`config.mk`:
```
export PLATFORM = sky130hd
export DESIGN_NAME = thresholded_weighted_centroid_top
export DESIGN_NICKNAME = d
export VERILOG_FILES = /design/src/rtl/twc_pkg.sv /design/src/rtl/twc_front.sv /design/src/rtl/twc_queue.sv /design/src/rtl/twc_divider.sv /design/src/rtl/twc_back.sv /design/src/rtl/thresholded_weighted_centroid_top.sv
export SDC_FILE = /design/constraint.sdc
export NUM_CORES = 2
export LEC_CHECK = 0
export BUFFER_PORTS_ARGS = -buffer_cell sky130_fd_sc_hd__buf_2
export CAP_MARGIN = 20
export CORE_ASPECT_RATIO = 0.9
export CORE_MARGIN = 2
export CORE_UTILIZATION = 64
export DETAILED_ROUTE_END_ITERATION = 6
export PLACE_DENSITY = 0.84
export SLEW_MARGIN = 20
export SYNTH_ARGS = -nofsm -noshare
export SYNTH_HDL_FRONTEND = slang
export SYNTH_SLANG_ARGS = --single-unit
```
`constraint.sdc`:
```
create_clock -name aclk -period 15.78 [get_ports aclk]
set_input_delay 0.789 -clock aclk [delete_from_list [all_inputs] [get_ports aclk]]
set_output_delay 0.789 -clock aclk [all_outputs]
set_load 0.02 [all_outputs]
```
`src/rtl/twc_pkg.sv`:
```
// Shared types, constants and helper functions for the weighted centroid block.
`timescale 1ns / 1ps
package twc_pkg;

    // Frame size limits
    localparam int DEF_MAX_WIDTH  = 4096;
    localparam int DEF_MAX_HEIGHT = 4096;

    // Field and accumulator widths
    localparam int DIM_W      = 13;
    localparam int CFG_IDX_W  = 3;
    localparam int CFG_DATA_W = 25;
    localparam int BRIGHT_W   = 25;
    localparam int WEIGHT_W   = 32;
    localparam int SUM_W      = 45;
    localparam int TAG_W      = 32;
    localparam int CENTRE_W   = 20;
    localparam int CONF_W     = 17;
    localparam int GAIN_W     = 16;
    localparam int QUOT_W     = SUM_W + 8;
    localparam int DVSR_W     = 32;
    localparam int NINE_W     = BRIGHT_W + 4;
    localparam int PROD_W     = BRIGHT_W + GAIN_W;
    localparam int QUEUE_DEPTH = 2;
    localparam logic [CONF_W-1:0] CONF_ONE = CONF_W'(65536);

    // Pixel format codes
    localparam logic [1:0] FMT_GREY = 2'd0;
    localparam logic [1:0] FMT_RGB  = 2'd1;
    localparam logic [1:0] FMT_BGR  = 2'd2;

    // Register indexes
    localparam logic [CFG_IDX_W-1:0] CFG_FORMAT    = 3'd0;
    localparam logic [CFG_IDX_W-1:0] CFG_WIDTH     = 3'd1;
    localparam logic [CFG_IDX_W-1:0] CFG_HEIGHT    = 3'd2;
    localparam logic [CFG_IDX_W-1:0] CFG_THRESHOLD = 3'd3;
    localparam logic [CFG_IDX_W-1:0] CFG_MIN_COUNT = 3'd4;
    localparam logic [CFG_IDX_W-1:0] CFG_GAIN      = 3'd5;

    // Register reset values
    localparam logic [1:0]          DEF_FORMAT    = FMT_GREY;
    localparam logic [DIM_W-1:0]    DEF_WIDTH     = 13'd640;
    localparam logic [DIM_W-1:0]    DEF_HEIGHT    = 13'd480;
    localparam logic [7:0]          DEF_THRESHOLD = 8'd200;
    localparam logic [BRIGHT_W-1:0] DEF_MIN_COUNT = 25'd10;
    localparam logic [GAIN_W-1:0]   DEF_GAIN      = 16'd256;

    typedef struct packed {
        logic [1:0]          pixel_format;
        logic [DIM_W-1:0]    frame_width;
        logic [DIM_W-1:0]    frame_height;
        logic [7:0]          intensity_threshold;
        logic [BRIGHT_W-1:0] min_bright_pixels;
        logic [GAIN_W-1:0]   confidence_gain;
    } twc_cfg_t;

    typedef struct packed {
        logic [7:0]       byte_a;
        logic [7:0]       byte_b;
        logic [7:0]       byte_c;
        logic [TAG_W-1:0] frame_tag;
    } twc_in_t;

    typedef struct packed {
        logic [CENTRE_W-1:0] centre_x;
        logic [CENTRE_W-1:0] centre_y;
        logic [CONF_W-1:0]   confidence;
        logic                found;
        logic [TAG_W-1:0]    result_tag;
    } twc_out_t;

    // Frame totals handed from the front to the back
    typedef struct packed {
        logic [BRIGHT_W-1:0] bright;
        logic [WEIGHT_W-1:0] weight;
        logic [SUM_W-1:0]    wx;
        logic [SUM_W-1:0]    wy;
        logic [TAG_W-1:0]    tag;
    } twc_snap_t;

    typedef enum logic [2:0] {
        ST_IDLE,
        ST_PREP,
        ST_DIV_X,
        ST_DIV_Y,
        ST_DIV_C,
        ST_SEND
    } twc_state_t;

    // Reduce a pixel to its grey level
    function automatic logic [7:0] grey_of(input logic [1:0] fmt, input logic [7:0] a,
                                           input logic [7:0] b, input logic [7:0] c);
        logic [15:0] sum;
        sum = 16'd0;
        case (fmt)
            FMT_GREY: sum = {a, 8'd0};
            FMT_RGB:  sum = 16'(16'd77 * a) + 16'(16'd150 * b) + 16'(16'd29 * c);
            FMT_BGR:  sum = 16'(16'd77 * c) + 16'(16'd150 * b) + 16'(16'd29 * a);
            default:  sum = 16'd0;
        endcase
        return sum[15:8];
    endfunction

    // Clamp a frame dimension to 1..maxv
    function automatic logic [DIM_W-1:0] clamp_dim(input logic [DIM_W-1:0] v,
                                                   input logic [DIM_W-1:0] maxv);
        logic [DIM_W-1:0] r;
        r = v;
        if (v == '0) begin
            r = DIM_W'(1);
        end else if (v > maxv) begin
            r = maxv;
        end
        return r;
    endfunction

endpackage

```
`src/rtl/twc_front.sv`:
```
// Front end: raster position tracking, grey conversion and frame accumulation.
`timescale 1ns / 1ps
module twc_front #(
    parameter int MAX_WIDTH  = twc_pkg::DEF_MAX_WIDTH,
    parameter int MAX_HEIGHT = twc_pkg::DEF_MAX_HEIGHT
) (
    input  logic               aclk,
    input  logic               aresetn,
    input  logic               accept,
    input  twc_pkg::twc_in_t   in_data,
    input  twc_pkg::twc_cfg_t  cfg,
    output logic               last_pending,
    output logic               push,
    output twc_pkg::twc_snap_t snap
);
    import twc_pkg::*;

    localparam int COL_W = $clog2(MAX_WIDTH);
    localparam int ROW_W = $clog2(MAX_HEIGHT);

    logic [COL_W-1:0]    col_reg;
    logic [ROW_W-1:0]    row_reg;
    logic                p1_valid_reg;
    logic                p1_last_reg;
    logic [7:0]          p1_grey_reg;
    logic [COL_W-1:0]    p1_col_reg;
    logic [ROW_W-1:0]    p1_row_reg;
    logic [TAG_W-1:0]    p1_tag_reg;
    logic [BRIGHT_W-1:0] bright_reg;
    logic [WEIGHT_W-1:0] weight_reg;
    logic [SUM_W-1:0]    wx_reg;
    logic [SUM_W-1:0]    wy_reg;

    logic [DIM_W-1:0]    last_col;
    logic [DIM_W-1:0]    last_row;
    logic                col_end;
    logic                row_end;
    logic                hit;
    logic [8+COL_W-1:0]  xprod;
    logic [8+ROW_W-1:0]  yprod;
    logic [BRIGHT_W-1:0] bright_next;
    logic [WEIGHT_W-1:0] weight_next;
    logic [SUM_W-1:0]    wx_next;
    logic [SUM_W-1:0]    wy_next;

    // Last column and row of the frame
    assign last_col = clamp_dim(cfg.frame_width, DIM_W'(MAX_WIDTH)) - DIM_W'(1);
    assign last_row = clamp_dim(cfg.frame_height, DIM_W'(MAX_HEIGHT)) - DIM_W'(1);
    assign col_end  = DIM_W'(col_reg) >= last_col;
    assign row_end  = DIM_W'(row_reg) >= last_row;

    // Advance the raster position on each request
    always_ff @(posedge aclk) begin
        if (!aresetn) begin
            col_reg      <= '0;
            row_reg      <= '0;
            p1_valid_reg <= 1'b0;
        end else begin
            p1_valid_reg <= accept;
            if (accept) begin
                if (col_end) begin
                    col_reg <= '0;
                    row_reg <= row_end ? '0 : row_reg + ROW_W'(1);
                end else begin
                    col_reg <= col_reg + COL_W'(1);
                end
            end
        end
    end

    // Hold the pixel for the accumulate stage
    always_ff @(posedge aclk) begin
        if (accept) begin
            p1_grey_reg <= grey_of(cfg.pixel_format, in_data.byte_a, in_data.byte_b,
                                   in_data.byte_c);
            p1_col_reg  <= col_reg;
            p1_row_reg  <= row_reg;
            p1_last_reg <= col_end && row_end;
            p1_tag_reg  <= in_data.frame_tag;
        end
    end

    // Add bright pixels into the frame totals
    assign hit   = p1_valid_reg && (p1_grey_reg >= cfg.intensity_threshold);
    assign xprod = p1_grey_reg * p1_col_reg;
    assign yprod = p1_grey_reg * p1_row_reg;

    always_comb begin
        bright_next = bright_reg;
        weight_next = weight_reg;
        wx_next     = wx_reg;
        wy_next     = wy_reg;
        if (hit) begin
            bright_next = bright_reg + BRIGHT_W'(1);
            weight_next = weight_reg + WEIGHT_W'(p1_grey_reg);
            wx_next     = wx_reg + SUM_W'(xprod);
            wy_next     = wy_reg + SUM_W'(yprod);
        end
    end

    assign push         = p1_valid_reg && p1_last_reg;
    assign last_pending = push;
    assign snap         = '{bright: bright_next, weight: weight_next, wx: wx_next,
                            wy: wy_next, tag: p1_tag_reg};

    // Clear the totals once the frame is handed off
    always_ff @(posedge aclk) begin
        if (!aresetn) begin
            bright_reg <= '0;
            weight_reg <= '0;
            wx_reg     <= '0;
            wy_reg     <= '0;
        end else if (push) begin
            bright_reg <= '0;
            weight_reg <= '0;
            wx_reg     <= '0;
            wy_reg     <= '0;
        end else begin
            bright_reg <= bright_next;
            weight_reg <= weight_next;
            wx_reg     <= wx_next;
            wy_reg     <= wy_next;
        end
    end

endmodule

```
`src/rtl/twc_queue.sv`:
```
// Short queue of frame totals between the front and the back.
`timescale 1ns / 1ps
module twc_queue #(
    parameter int DEPTH = twc_pkg::QUEUE_DEPTH
) (
    input  logic                         aclk,
    input  logic                         aresetn,
    input  logic                         push,
    input  twc_pkg::twc_snap_t           push_data,
    input  logic                         pop,
    output logic                         out_valid,
    output twc_pkg::twc_snap_t           out_data,
    output logic [$clog2(DEPTH+1)-1:0]   count
);
    import twc_pkg::*;

    localparam int PTR_W = (DEPTH > 1) ? $clog2(DEPTH) : 1;
    localparam int CNT_W = $clog2(DEPTH + 1);

    twc_snap_t        slot_reg [DEPTH];
    logic [PTR_W-1:0] wr_ptr_reg;
    logic [PTR_W-1:0] rd_ptr_reg;
    logic [CNT_W-1:0] count_reg;

    // Move the pointers and the fill count
    always_ff @(posedge aclk) begin
        if (!aresetn) begin
            wr_ptr_reg <= '0;
            rd_ptr_reg <= '0;
            count_reg  <= '0;
        end else begin
            if (push) begin
                wr_ptr_reg <= (wr_ptr_reg == PTR_W'(DEPTH - 1)) ? '0 : wr_ptr_reg + PTR_W'(1);
            end
            if (pop) begin
                rd_ptr_reg <= (rd_ptr_reg == PTR_W'(DEPTH - 1)) ? '0 : rd_ptr_reg + PTR_W'(1);
            end
            if (push && !pop) begin
                count_reg <= count_reg + CNT_W'(1);
            end else if (pop && !push) begin
                count_reg <= count_reg - CNT_W'(1);
            end
        end
    end

    // Store the entry
    always_ff @(posedge aclk) begin
        if (push) begin
            slot_reg[wr_ptr_reg] <= push_data;
        end
    end

    assign out_valid = count_reg != '0;
    assign out_data  = slot_reg[rd_ptr_reg];
    assign count     = count_reg;

endmodule

```
`src/rtl/twc_divider.sv`:
```
// Restoring divider, one quotient bit per cycle, shared by all per-frame divisions.
`timescale 1ns / 1ps
module twc_divider (
    input  logic                         aclk,
    input  logic                         aresetn,
    input  logic                         start,
    input  logic [twc_pkg::QUOT_W-1:0]   dividend,
    input  logic [twc_pkg::DVSR_W-1:0]   divisor,
    output logic                         done,
    output logic [twc_pkg::QUOT_W-1:0]   quotient
);
    import twc_pkg::*;

    localparam int CNT_W = $clog2(QUOT_W + 1);

    logic [QUOT_W-1:0] dvd_reg;
    logic [QUOT_W-1:0] quo_reg;
    logic [DVSR_W-1:0] rem_reg;
    logic [DVSR_W-1:0] dvsr_reg;
    logic [CNT_W-1:0]  cnt_reg;
    logic              done_reg;

    logic [DVSR_W:0]   trial;
    logic              fits;
    logic [DVSR_W:0]   diff;

    // Shift in one dividend bit and try the subtract
    assign trial = {rem_reg, dvd_reg[QUOT_W-1]};
    assign fits  = trial >= {1'b0, dvsr_reg};
    assign diff  = trial - {1'b0, dvsr_reg};

    always_ff @(posedge aclk) begin
        if (!aresetn) begin
            cnt_reg  <= '0;
            done_reg <= 1'b0;
        end else begin
            done_reg <= 1'b0;
            if (start) begin
                cnt_reg <= CNT_W'(QUOT_W);
            end else if (cnt_reg != '0) begin
                cnt_reg  <= cnt_reg - CNT_W'(1);
                done_reg <= cnt_reg == CNT_W'(1);
            end
        end
    end

    always_ff @(posedge aclk) begin
        if (start) begin
            dvd_reg  <= dividend;
            dvsr_reg <= divisor;
            rem_reg  <= '0;
            quo_reg  <= '0;
        end else if (cnt_reg != '0) begin
            dvd_reg <= {dvd_reg[QUOT_W-2:0], 1'b0};
            rem_reg <= fits ? diff[DVSR_W-1:0] : trial[DVSR_W-1:0];
            quo_reg <= {quo_reg[QUOT_W-2:0], fits};
        end
    end

    assign done     = done_reg;
    assign quotient = quo_reg;

endmodule

```
`src/rtl/twc_back.sv`:
```
// Back end: per-frame centroid and confidence sequencer with the result register.
`timescale 1ns / 1ps
module twc_back (
    input  logic               aclk,
    input  logic               aresetn,
    input  logic               q_valid,
    input  twc_pkg::twc_snap_t q_data,
    output logic               q_pop,
    input  twc_pkg::twc_cfg_t  cfg,
    output logic               m_valid,
    input  logic               m_ready,
    output twc_pkg::twc_out_t  m_data
);
    import twc_pkg::*;

    twc_state_t          state_reg;
    twc_state_t          state_next;
    twc_snap_t           snap_reg;
    logic [BRIGHT_W-1:0] d_reg;
    logic [NINE_W-1:0]   nine_m_reg;
    logic [PROD_W-1:0]   prod_reg;
    logic [CENTRE_W-1:0] cx_reg;
    logic [CENTRE_W-1:0] cy_reg;
    logic [CONF_W-1:0]   conf_reg;
    logic                found_reg;
    logic                m_valid_reg;
    twc_out_t            m_data_reg;

    logic                found_c;
    logic [BRIGHT_W-1:0] m_c;
    logic [NINE_W-1:0]   nine_m_c;
    logic [BRIGHT_W-1:0] d_raw;
    logic [BRIGHT_W-1:0] d_c;
    logic                div_start;
    logic [QUOT_W-1:0]   div_dividend;
    logic [DVSR_W-1:0]   div_divisor;
    logic                div_done;
    logic [QUOT_W-1:0]   div_quot;
    logic                out_load;

    // Trust test and clamped excess count
    assign found_c  = (snap_reg.bright >= cfg.min_bright_pixels) && (snap_reg.weight != '0);
    assign m_c      = (cfg.min_bright_pixels == '0) ? BRIGHT_W'(1) : cfg.min_bright_pixels;
    assign nine_m_c = {m_c, 3'b000} + NINE_W'(m_c);
    assign d_raw    = (snap_reg.bright >= m_c) ? snap_reg.bright - m_c : '0;
    assign d_c      = (NINE_W'(d_raw) > nine_m_c) ? nine_m_c[BRIGHT_W-1:0] : d_raw;

    // Next state
    always_comb begin
        state_next = state_reg;
        case (state_reg)
            ST_IDLE:  if (q_valid) state_next = ST_PREP;
            ST_PREP:  state_next = found_c ? ST_DIV_X : ST_SEND;
            ST_DIV_X: if (div_done) state_next = ST_DIV_Y;
            ST_DIV_Y: if (div_done) state_next = ST_DIV_C;
            ST_DIV_C: if (div_done) state_next = ST_SEND;
            ST_SEND:  if (out_load) state_next = ST_IDLE;
            default:  state_next = ST_IDLE;
        endcase
    end

    // Queue pop, divider launch and result load
    always_comb begin
        q_pop        = 1'b0;
        div_start    = 1'b0;
        div_dividend = '0;
        div_divisor  = '0;
        out_load     = 1'b0;
        case (state_reg)
            ST_IDLE: q_pop = q_valid;
            ST_PREP: begin
                div_start    = found_c;
                div_dividend = {snap_reg.wx, 8'd0};
                div_divisor  = snap_reg.weight;
            end
            ST_DIV_X: begin
                div_start    = div_done;
                div_dividend = {snap_reg.wy, 8'd0};
                div_divisor  = snap_reg.weight;
            end
            ST_DIV_Y: begin
                div_start    = div_done;
                div_dividend = QUOT_W'({prod_reg, 8'd0});
                div_divisor  = DVSR_W'(nine_m_reg);
            end
            ST_SEND: out_load = !m_valid_reg || m_ready;
            default: out_load = 1'b0;
        endcase
    end

    always_ff @(posedge aclk) begin
        if (!aresetn) begin
            state_reg <= ST_IDLE;
        end else begin
            state_reg <= state_next;
        end
    end

    // Capture the frame and the division results
    always_ff @(posedge aclk) begin
        if (q_pop) begin
            snap_reg <= q_data;
        end
        if (state_reg == ST_PREP) begin
            found_reg  <= found_c;
            d_reg      <= d_c;
            nine_m_reg <= nine_m_c;
            if (!found_c) begin
                cx_reg   <= '0;
                cy_reg   <= '0;
                conf_reg <= '0;
            end
        end
        if (state_reg == ST_DIV_X) begin
            prod_reg <= d_reg * cfg.confidence_gain;
            if (div_done) begin
                cx_reg <= div_quot[CENTRE_W-1:0];
            end
        end
        if (state_reg == ST_DIV_Y && div_done) begin
            cy_reg <= div_quot[CENTRE_W-1:0];
        end
        if (state_reg == ST_DIV_C && div_done) begin
            conf_reg <= (div_quot > QUOT_W'(CONF_ONE)) ? CONF_ONE : div_quot[CONF_W-1:0];
        end
    end

    twc_divider u_div (
        .aclk     (aclk),
        .aresetn  (aresetn),
        .start    (div_start),
        .dividend (div_dividend),
        .divisor  (div_divisor),
        .done     (div_done),
        .quotient (div_quot)
    );

    // Result register
    always_ff @(posedge aclk) begin
        if (!aresetn) begin
            m_valid_reg <= 1'b0;
        end else if (out_load) begin
            m_valid_reg <= 1'b1;
        end else if (m_ready) begin
            m_valid_reg <= 1'b0;
        end
    end

    always_ff @(posedge aclk) begin
        if (out_load) begin
            m_data_reg <= '{centre_x: cx_reg, centre_y: cy_reg, confidence: conf_reg,
                            found: found_reg, result_tag: snap_reg.tag};
        end
    end

    assign m_valid = m_valid_reg;
    assign m_data  = m_data_reg;

endmodule

```
`src/rtl/thresholded_weighted_centroid_top.sv`:
```
// Thresholded intensity-weighted centroid: top level with register file and assertions.
// Throughput: one pixel per cycle while the frame-total queue has room.
// A trusted frame's result passes the queue entry, the prepare state and three divider
// passes (centre x, centre y, confidence); an untrusted one skips the divisions.
// Frames shorter than the back end's work fill the two-entry queue and then pause s_ready.
// Reset (aresetn low, synchronous) restores register defaults and clears all counters.
`timescale 1ns / 1ps
module thresholded_weighted_centroid_top #(
    parameter int MAX_WIDTH  = twc_pkg::DEF_MAX_WIDTH,
    parameter int MAX_HEIGHT = twc_pkg::DEF_MAX_HEIGHT
) (
    input  logic                              aclk,
    input  logic                              aresetn,
    input  logic                              s_valid,
    output logic                              s_ready,
    input  twc_pkg::twc_in_t                  s_data,
    output logic                              m_valid,
    input  logic                              m_ready,
    output twc_pkg::twc_out_t                 m_data,
    input  logic                              cfg_wen,
    input  logic [twc_pkg::CFG_IDX_W-1:0]     cfg_index,
    input  logic [twc_pkg::CFG_DATA_W-1:0]    cfg_wdata
);
    import twc_pkg::*;

    localparam int CNT_W = $clog2(QUEUE_DEPTH + 1);

    twc_cfg_t         cfg_reg;
    logic             accept;
    logic             last_pending;
    logic             q_push;
    twc_snap_t        q_in;
    logic             q_pop;
    logic             q_valid;
    twc_snap_t        q_out;
    logic [CNT_W-1:0] q_count;

    // Register writes
    always_ff @(posedge aclk) begin
        if (!aresetn) begin
            cfg_reg <= '{pixel_format: DEF_FORMAT, frame_width: DEF_WIDTH,
                         frame_height: DEF_HEIGHT, intensity_threshold: DEF_THRESHOLD,
                         min_bright_pixels: DEF_MIN_COUNT, confidence_gain: DEF_GAIN};
        end else if (cfg_wen) begin
            case (cfg_index)
                CFG_FORMAT:    cfg_reg.pixel_format        <= cfg_wdata[1:0];
                CFG_WIDTH:     cfg_reg.frame_width         <= cfg_wdata[DIM_W-1:0];
                CFG_HEIGHT:    cfg_reg.frame_height        <= cfg_wdata[DIM_W-1:0];
                CFG_THRESHOLD: cfg_reg.intensity_threshold <= cfg_wdata[7:0];
                CFG_MIN_COUNT: cfg_reg.min_bright_pixels   <= cfg_wdata[BRIGHT_W-1:0];
                CFG_GAIN:      cfg_reg.confidence_gain     <= cfg_wdata[GAIN_W-1:0];
                default:       cfg_reg <= cfg_reg;
            endcase
        end
    end

    // Leave room in the queue for a frame end still in the front pipeline
    assign s_ready = (32'(q_count) + 32'(last_pending)) < QUEUE_DEPTH;
    assign accept  = s_valid && s_ready;

    twc_front #(
        .MAX_WIDTH  (MAX_WIDTH),
        .MAX_HEIGHT (MAX_HEIGHT)
    ) u_front (
        .aclk         (aclk),
        .aresetn      (aresetn),
        .accept       (accept),
        .in_data      (s_data),
        .cfg          (cfg_reg),
        .last_pending (last_pending),
        .push         (q_push),
        .snap         (q_in)
    );

    twc_queue #(
        .DEPTH (QUEUE_DEPTH)
    ) u_queue (
        .aclk      (aclk),
        .aresetn   (aresetn),
        .push      (q_push),
        .push_data (q_in),
        .pop       (q_pop),
        .out_valid (q_valid),
        .out_data  (q_out),
        .count     (q_count)
    );

    twc_back u_back (
        .aclk    (aclk),
        .aresetn (aresetn),
        .q_valid (q_valid),
        .q_data  (q_out),
        .q_pop   (q_pop),
        .cfg     (cfg_reg),
        .m_valid (m_valid),
        .m_ready (m_ready),
        .m_data  (m_data)
    );

    // A frame end never lands in a full queue
    assert property (@(posedge aclk) disable iff (!aresetn)
        (q_push && !q_pop) |-> (32'(q_count) < QUEUE_DEPTH))
        else $error("frame totals pushed into a full queue");

    // The back only takes a frame that is there
    assert property (@(posedge aclk) disable iff (!aresetn)
        q_pop |-> (q_count != '0))
        else $error("queue popped while empty");

    // An untrusted frame reports all zeros
    assert property (@(posedge aclk) disable iff (!aresetn)
        (m_valid && !m_data.found) |->
            (m_data.centre_x == '0 && m_data.centre_y == '0 && m_data.confidence == '0))
        else $error("nonzero estimate without found");

    // Confidence never exceeds one
    assert property (@(posedge aclk) disable iff (!aresetn)
        m_valid |-> (m_data.confidence <= CONF_ONE))
        else $error("confidence above one");

endmodule
```
==> impl_metrics.json <==
{
  "synth_edf_count": 902,
  "drt_iter0_drc": 4895,
  "nets": 8354,
  "antenna_left": 0,
  "grt_pass1_wl_mm": 285,
  "synth_common_cells": "nand2_1 (951), edfxtp_1 (902), inv_1 (891), fa_1 (583), ha_1 (506)",
  "cp.buffers_inverters": 5,
  "multi_input_area_um2": 39600,
  "setup_ws_ps": 7950,
  "syn_nets": 8300,
  "clkTransAtPathRegs_ps": 60,
  "die_w_um": 373,
  "cts_setup_buffers": 0,
  "place_congestion": 0.954,
  "area_growth_pct": 7.92,
  "gr-total-overflow": 0,
  "synthCells": 7122,
  "layout-drive-gt1-share_pct": 9.80,
  "netlist.area_leader.share_pct": 34.5,
  "cts_root_buf": "clkbuf_16",
  "route.detailed.drc": 0,
  "synth.ff_latch_count": 1271,
  "combPwrFrac_pct": 48.0,
  "hold_class": "input port to register",
  "crit_path_cell_trace": "nand2_1, fa_1, inv_1, fa_1, inv_1, fa_1, inv_1, fa_1, fa_1, inv_1, fa_1, inv_1, ha_1, nand4_1, nor2_1, nand4_1, a41oi_1, o21ai_1, or3_1, a311oi_1, a21o_1, a21oi_1, xnor2_1",
  "htree_levels": 3,
  "rrSetupSlack_ps": 7950,
  "rr_worst_depth": 23,
  "status": "finished, final reports clean",
  "dieHeight_um": 336,
  "internal-power_uw": 8810,
  "synth_area_um2": 78400,
  "start_kind": "register",
  "netlist_top_cells_area": "edfxtp_1 (35%), fa_1 (15%), dfxtp_1 (9.4%)",
  "tritoncts": "done",
  "yosysUniqueCellTypes": 89,
  "cp-startpoint": "cfg_reg[6]",
  "rows": 121,
  "r2r-start": "cfg_reg[6]",
  "grt_pass1_vias": 54206,
  "leakage_uw": 0.0353,
  "yosysTopAreaCell": "edfxtp_1",
  "drt-total-wl_mm": 178,
  "worstSetupEndpointType": "register",
  "first_pass_iters": 6,
  "initial_utilization_pct": 64.7,
  "endpoint": "u_back.prod_reg[39]",
  "wl_per_cell_um": 20.0,
  "p_per_area_nw_per_um2": 175,
  "finalSetupViolCount": 0,
  "max_freq_mhz": 128,
  "worstSetupPathType": "register to register",
  "synth-async-reset-ratio_pct": 0,
  "crit_fanout": 26,
  "dp_slack_ps": 7930,
  "cap_violations": 0,
  "crit_path_top_delay_cell": "dfxtp_1",
  "fin_skew_ps": 51.6,
  "ios": 181,
  "ir_worst_vdd_mv": 0.203,
  "arrival_ps": 8340,
  "largest_register_ff_count": 358,
  "regArea_um2": 34500,
  "synth_ff_type": "edfxtp_1",
  "cts_sinks": 1271,
  "slew-limit-headroom_pct": 21.5,
  "slew_viol_final": 0,
  "synth_seq_area_share_pct": 44.0,
  "fin_crit_ps": 7830,
  "p_sw_share_pct": 40.4,
  "crit_cells": 23,
  "cts_made_buffers": 119,
  "grt_max_degree": 143,
  "dpl.hpwl_mm": 127,
  "core_um2": 121000,
  "yosysWarnings": 0,
  "grt.total_usage_pct": 28.6,
  "finalSetupTns_ps": 0,
  "p_switching_uw": 5970,
  "cp_common_cell": "fa_1",
  "sequentialPowerShare_pct": 32.7,
  "worst_pin_slew_ps": 1180,
  "crit_required_ps": 16300,
  "io_buffer_count": 180,
  "rsz0062_at_grt": "no",
  "ctsResizeCount": 0,
  "slowest_delay_ps": 1050,
  "fin_crit_sh_pct": 49.6,
  "synth.avg_cell_area_um2": 11.0,
  "power_frac_clock_pct": 19.3,
  "viasPerCell": 5.93,
  "cpLargestDelayFamily": "adder cells",
  "ctsHoldBuffers": 0,
  "cts.path.max_buffers": 3,
  "reg2reg_to": "u_back.prod_reg[39]",
  "yosysMostFrequentCell": "nand2_1",
  "hold_viol": 0,
  "die_area_um2": 125000,
  "vias": 52680,
  "fillers": 8267,
  "antenna_found_initial": 1,
  "clock_latency_ps": 770
}
## power groups by stage
stage / combinational [uW] / clock, uW / sequential [uW]
2_1_floorplan: 5440 / 0 / 4700
3_3_place_gp: 6700 / 0 / 4840
3_5_place_dp: 6980 / 0 / 4880
4_1_cts: 7060 / 2890 / 4810
5_1_grt: 7940 / 3010 / 4870
6_report: 7090 / 2860 / 4830
## cell usage in the layout (no fill, tap or decap), drive strengths merged, types with 15 or more instances in the layout
cell type | synthesis | layout
and2 | 413 | 413
and3 | 44 | 44
a21oi | 296 | 296
nand2 | 951 | 951
or3 | 25 | 25
nand3 | 108 | 108
and4 | 15 | 15
edfxtp | 902 | 902
a211oi | 44 | 44
nand2b | 27 | 27
fa | 583 | 583
clkinv | 1 | 39
xnor2 | 169 | 169
nor2b | 50 | 50
xor2 | 110 | 110
a21o | 85 | 85
a31oi | 26 | 26
nand4 | 56 | 56
dfxtp | 369 | 369
ha | 506 | 506
a22oi | 43 | 43
o21ai | 201 | 201
a22o | 30 | 30
o21a | 33 | 33
o21bai | 19 | 19
mux2 | 242 | 242
nor2 | 212 | 212
inv | 892 | 905
o211ai | 35 | 35
clkbuf | 272 | 160
nor3 | 74 | 74
or2 | 20 | 20
o31ai | 54 | 54
buf | 22 | 227
nor4 | 39 | 39
mux2i | 23 | 23
## final cells by class
cell class                      count  share of cell area [%]
Timing Repair Buffer              227                    1.55
Tap cell                         1599                    2.36
Inverter                          893                    3.96
Clock inverter                     68                   0.785
Antenna cell                        3                 0.00887
Clock buffer                      160                    3.80
Sequential cell                  1271                    40.7
Multi-Input combinational cell   4664                    46.8
## metal layers
metal  global-route usage, %  wire length [um]  vias up
li1                        -                 -    24153
met1                    37.7             71600    26000
met2                    47.9             85700     2089
met3                    4.68             13900      438
met4                    11.0              6910        0
met5                       0                 0        -
## kinds of logic after synthesis
logic type | count (synthesis) | synth area share, %
multiplexers | 265 | 3.77
buffers and inverters | 1187 | 5.71
AND/OR/NAND/NOR | 2064 | 12.6
adder cells (fa/ha/maj) | 1089 | 23.0
XOR/XNOR | 279 | 3.13
flip-flops | 1271 | 44.0
AO/OA/AOI/OAI | 967 | 7.89
## metrics by stage
step	hold slack [ps]	area, um^2	power [uW]	util [%]	cells
2_1_floorplan	400	78400	10100	-	7122
3_3_place_gp	402	80700	11500	66.5	8653
3_5_place_dp	405	80700	11900	66.6	8653
4_1_cts	141	84600	14800	69.8	8881
5_1_grt	167	84600	15800	69.8	8882
6_report	192	84600	14800	69.8	8885
## how the worst min path moves through the flow
stage / start / endpoint / slack [ps] / depth (start not counted)
floorplan: u_back.snap_reg[0] / u_back.m_data[0] / 400 / 0
global placement: u_back.snap_reg[18] / u_back.m_data[18] / 400 / 0
detailed placement: u_back.snap_reg[0] / u_back.m_data[0] / 400 / 0
CTS: s_data[29] / u_front.p1_tag_reg[29] / 140 / 1
global route: s_data[29] / u_front.p1_tag_reg[29] / 170 / 1
finish: s_data[2] / u_front.p1_tag_reg[2] / 190 / 1
No activity file was read; power rests on OpenSTA's default activity.
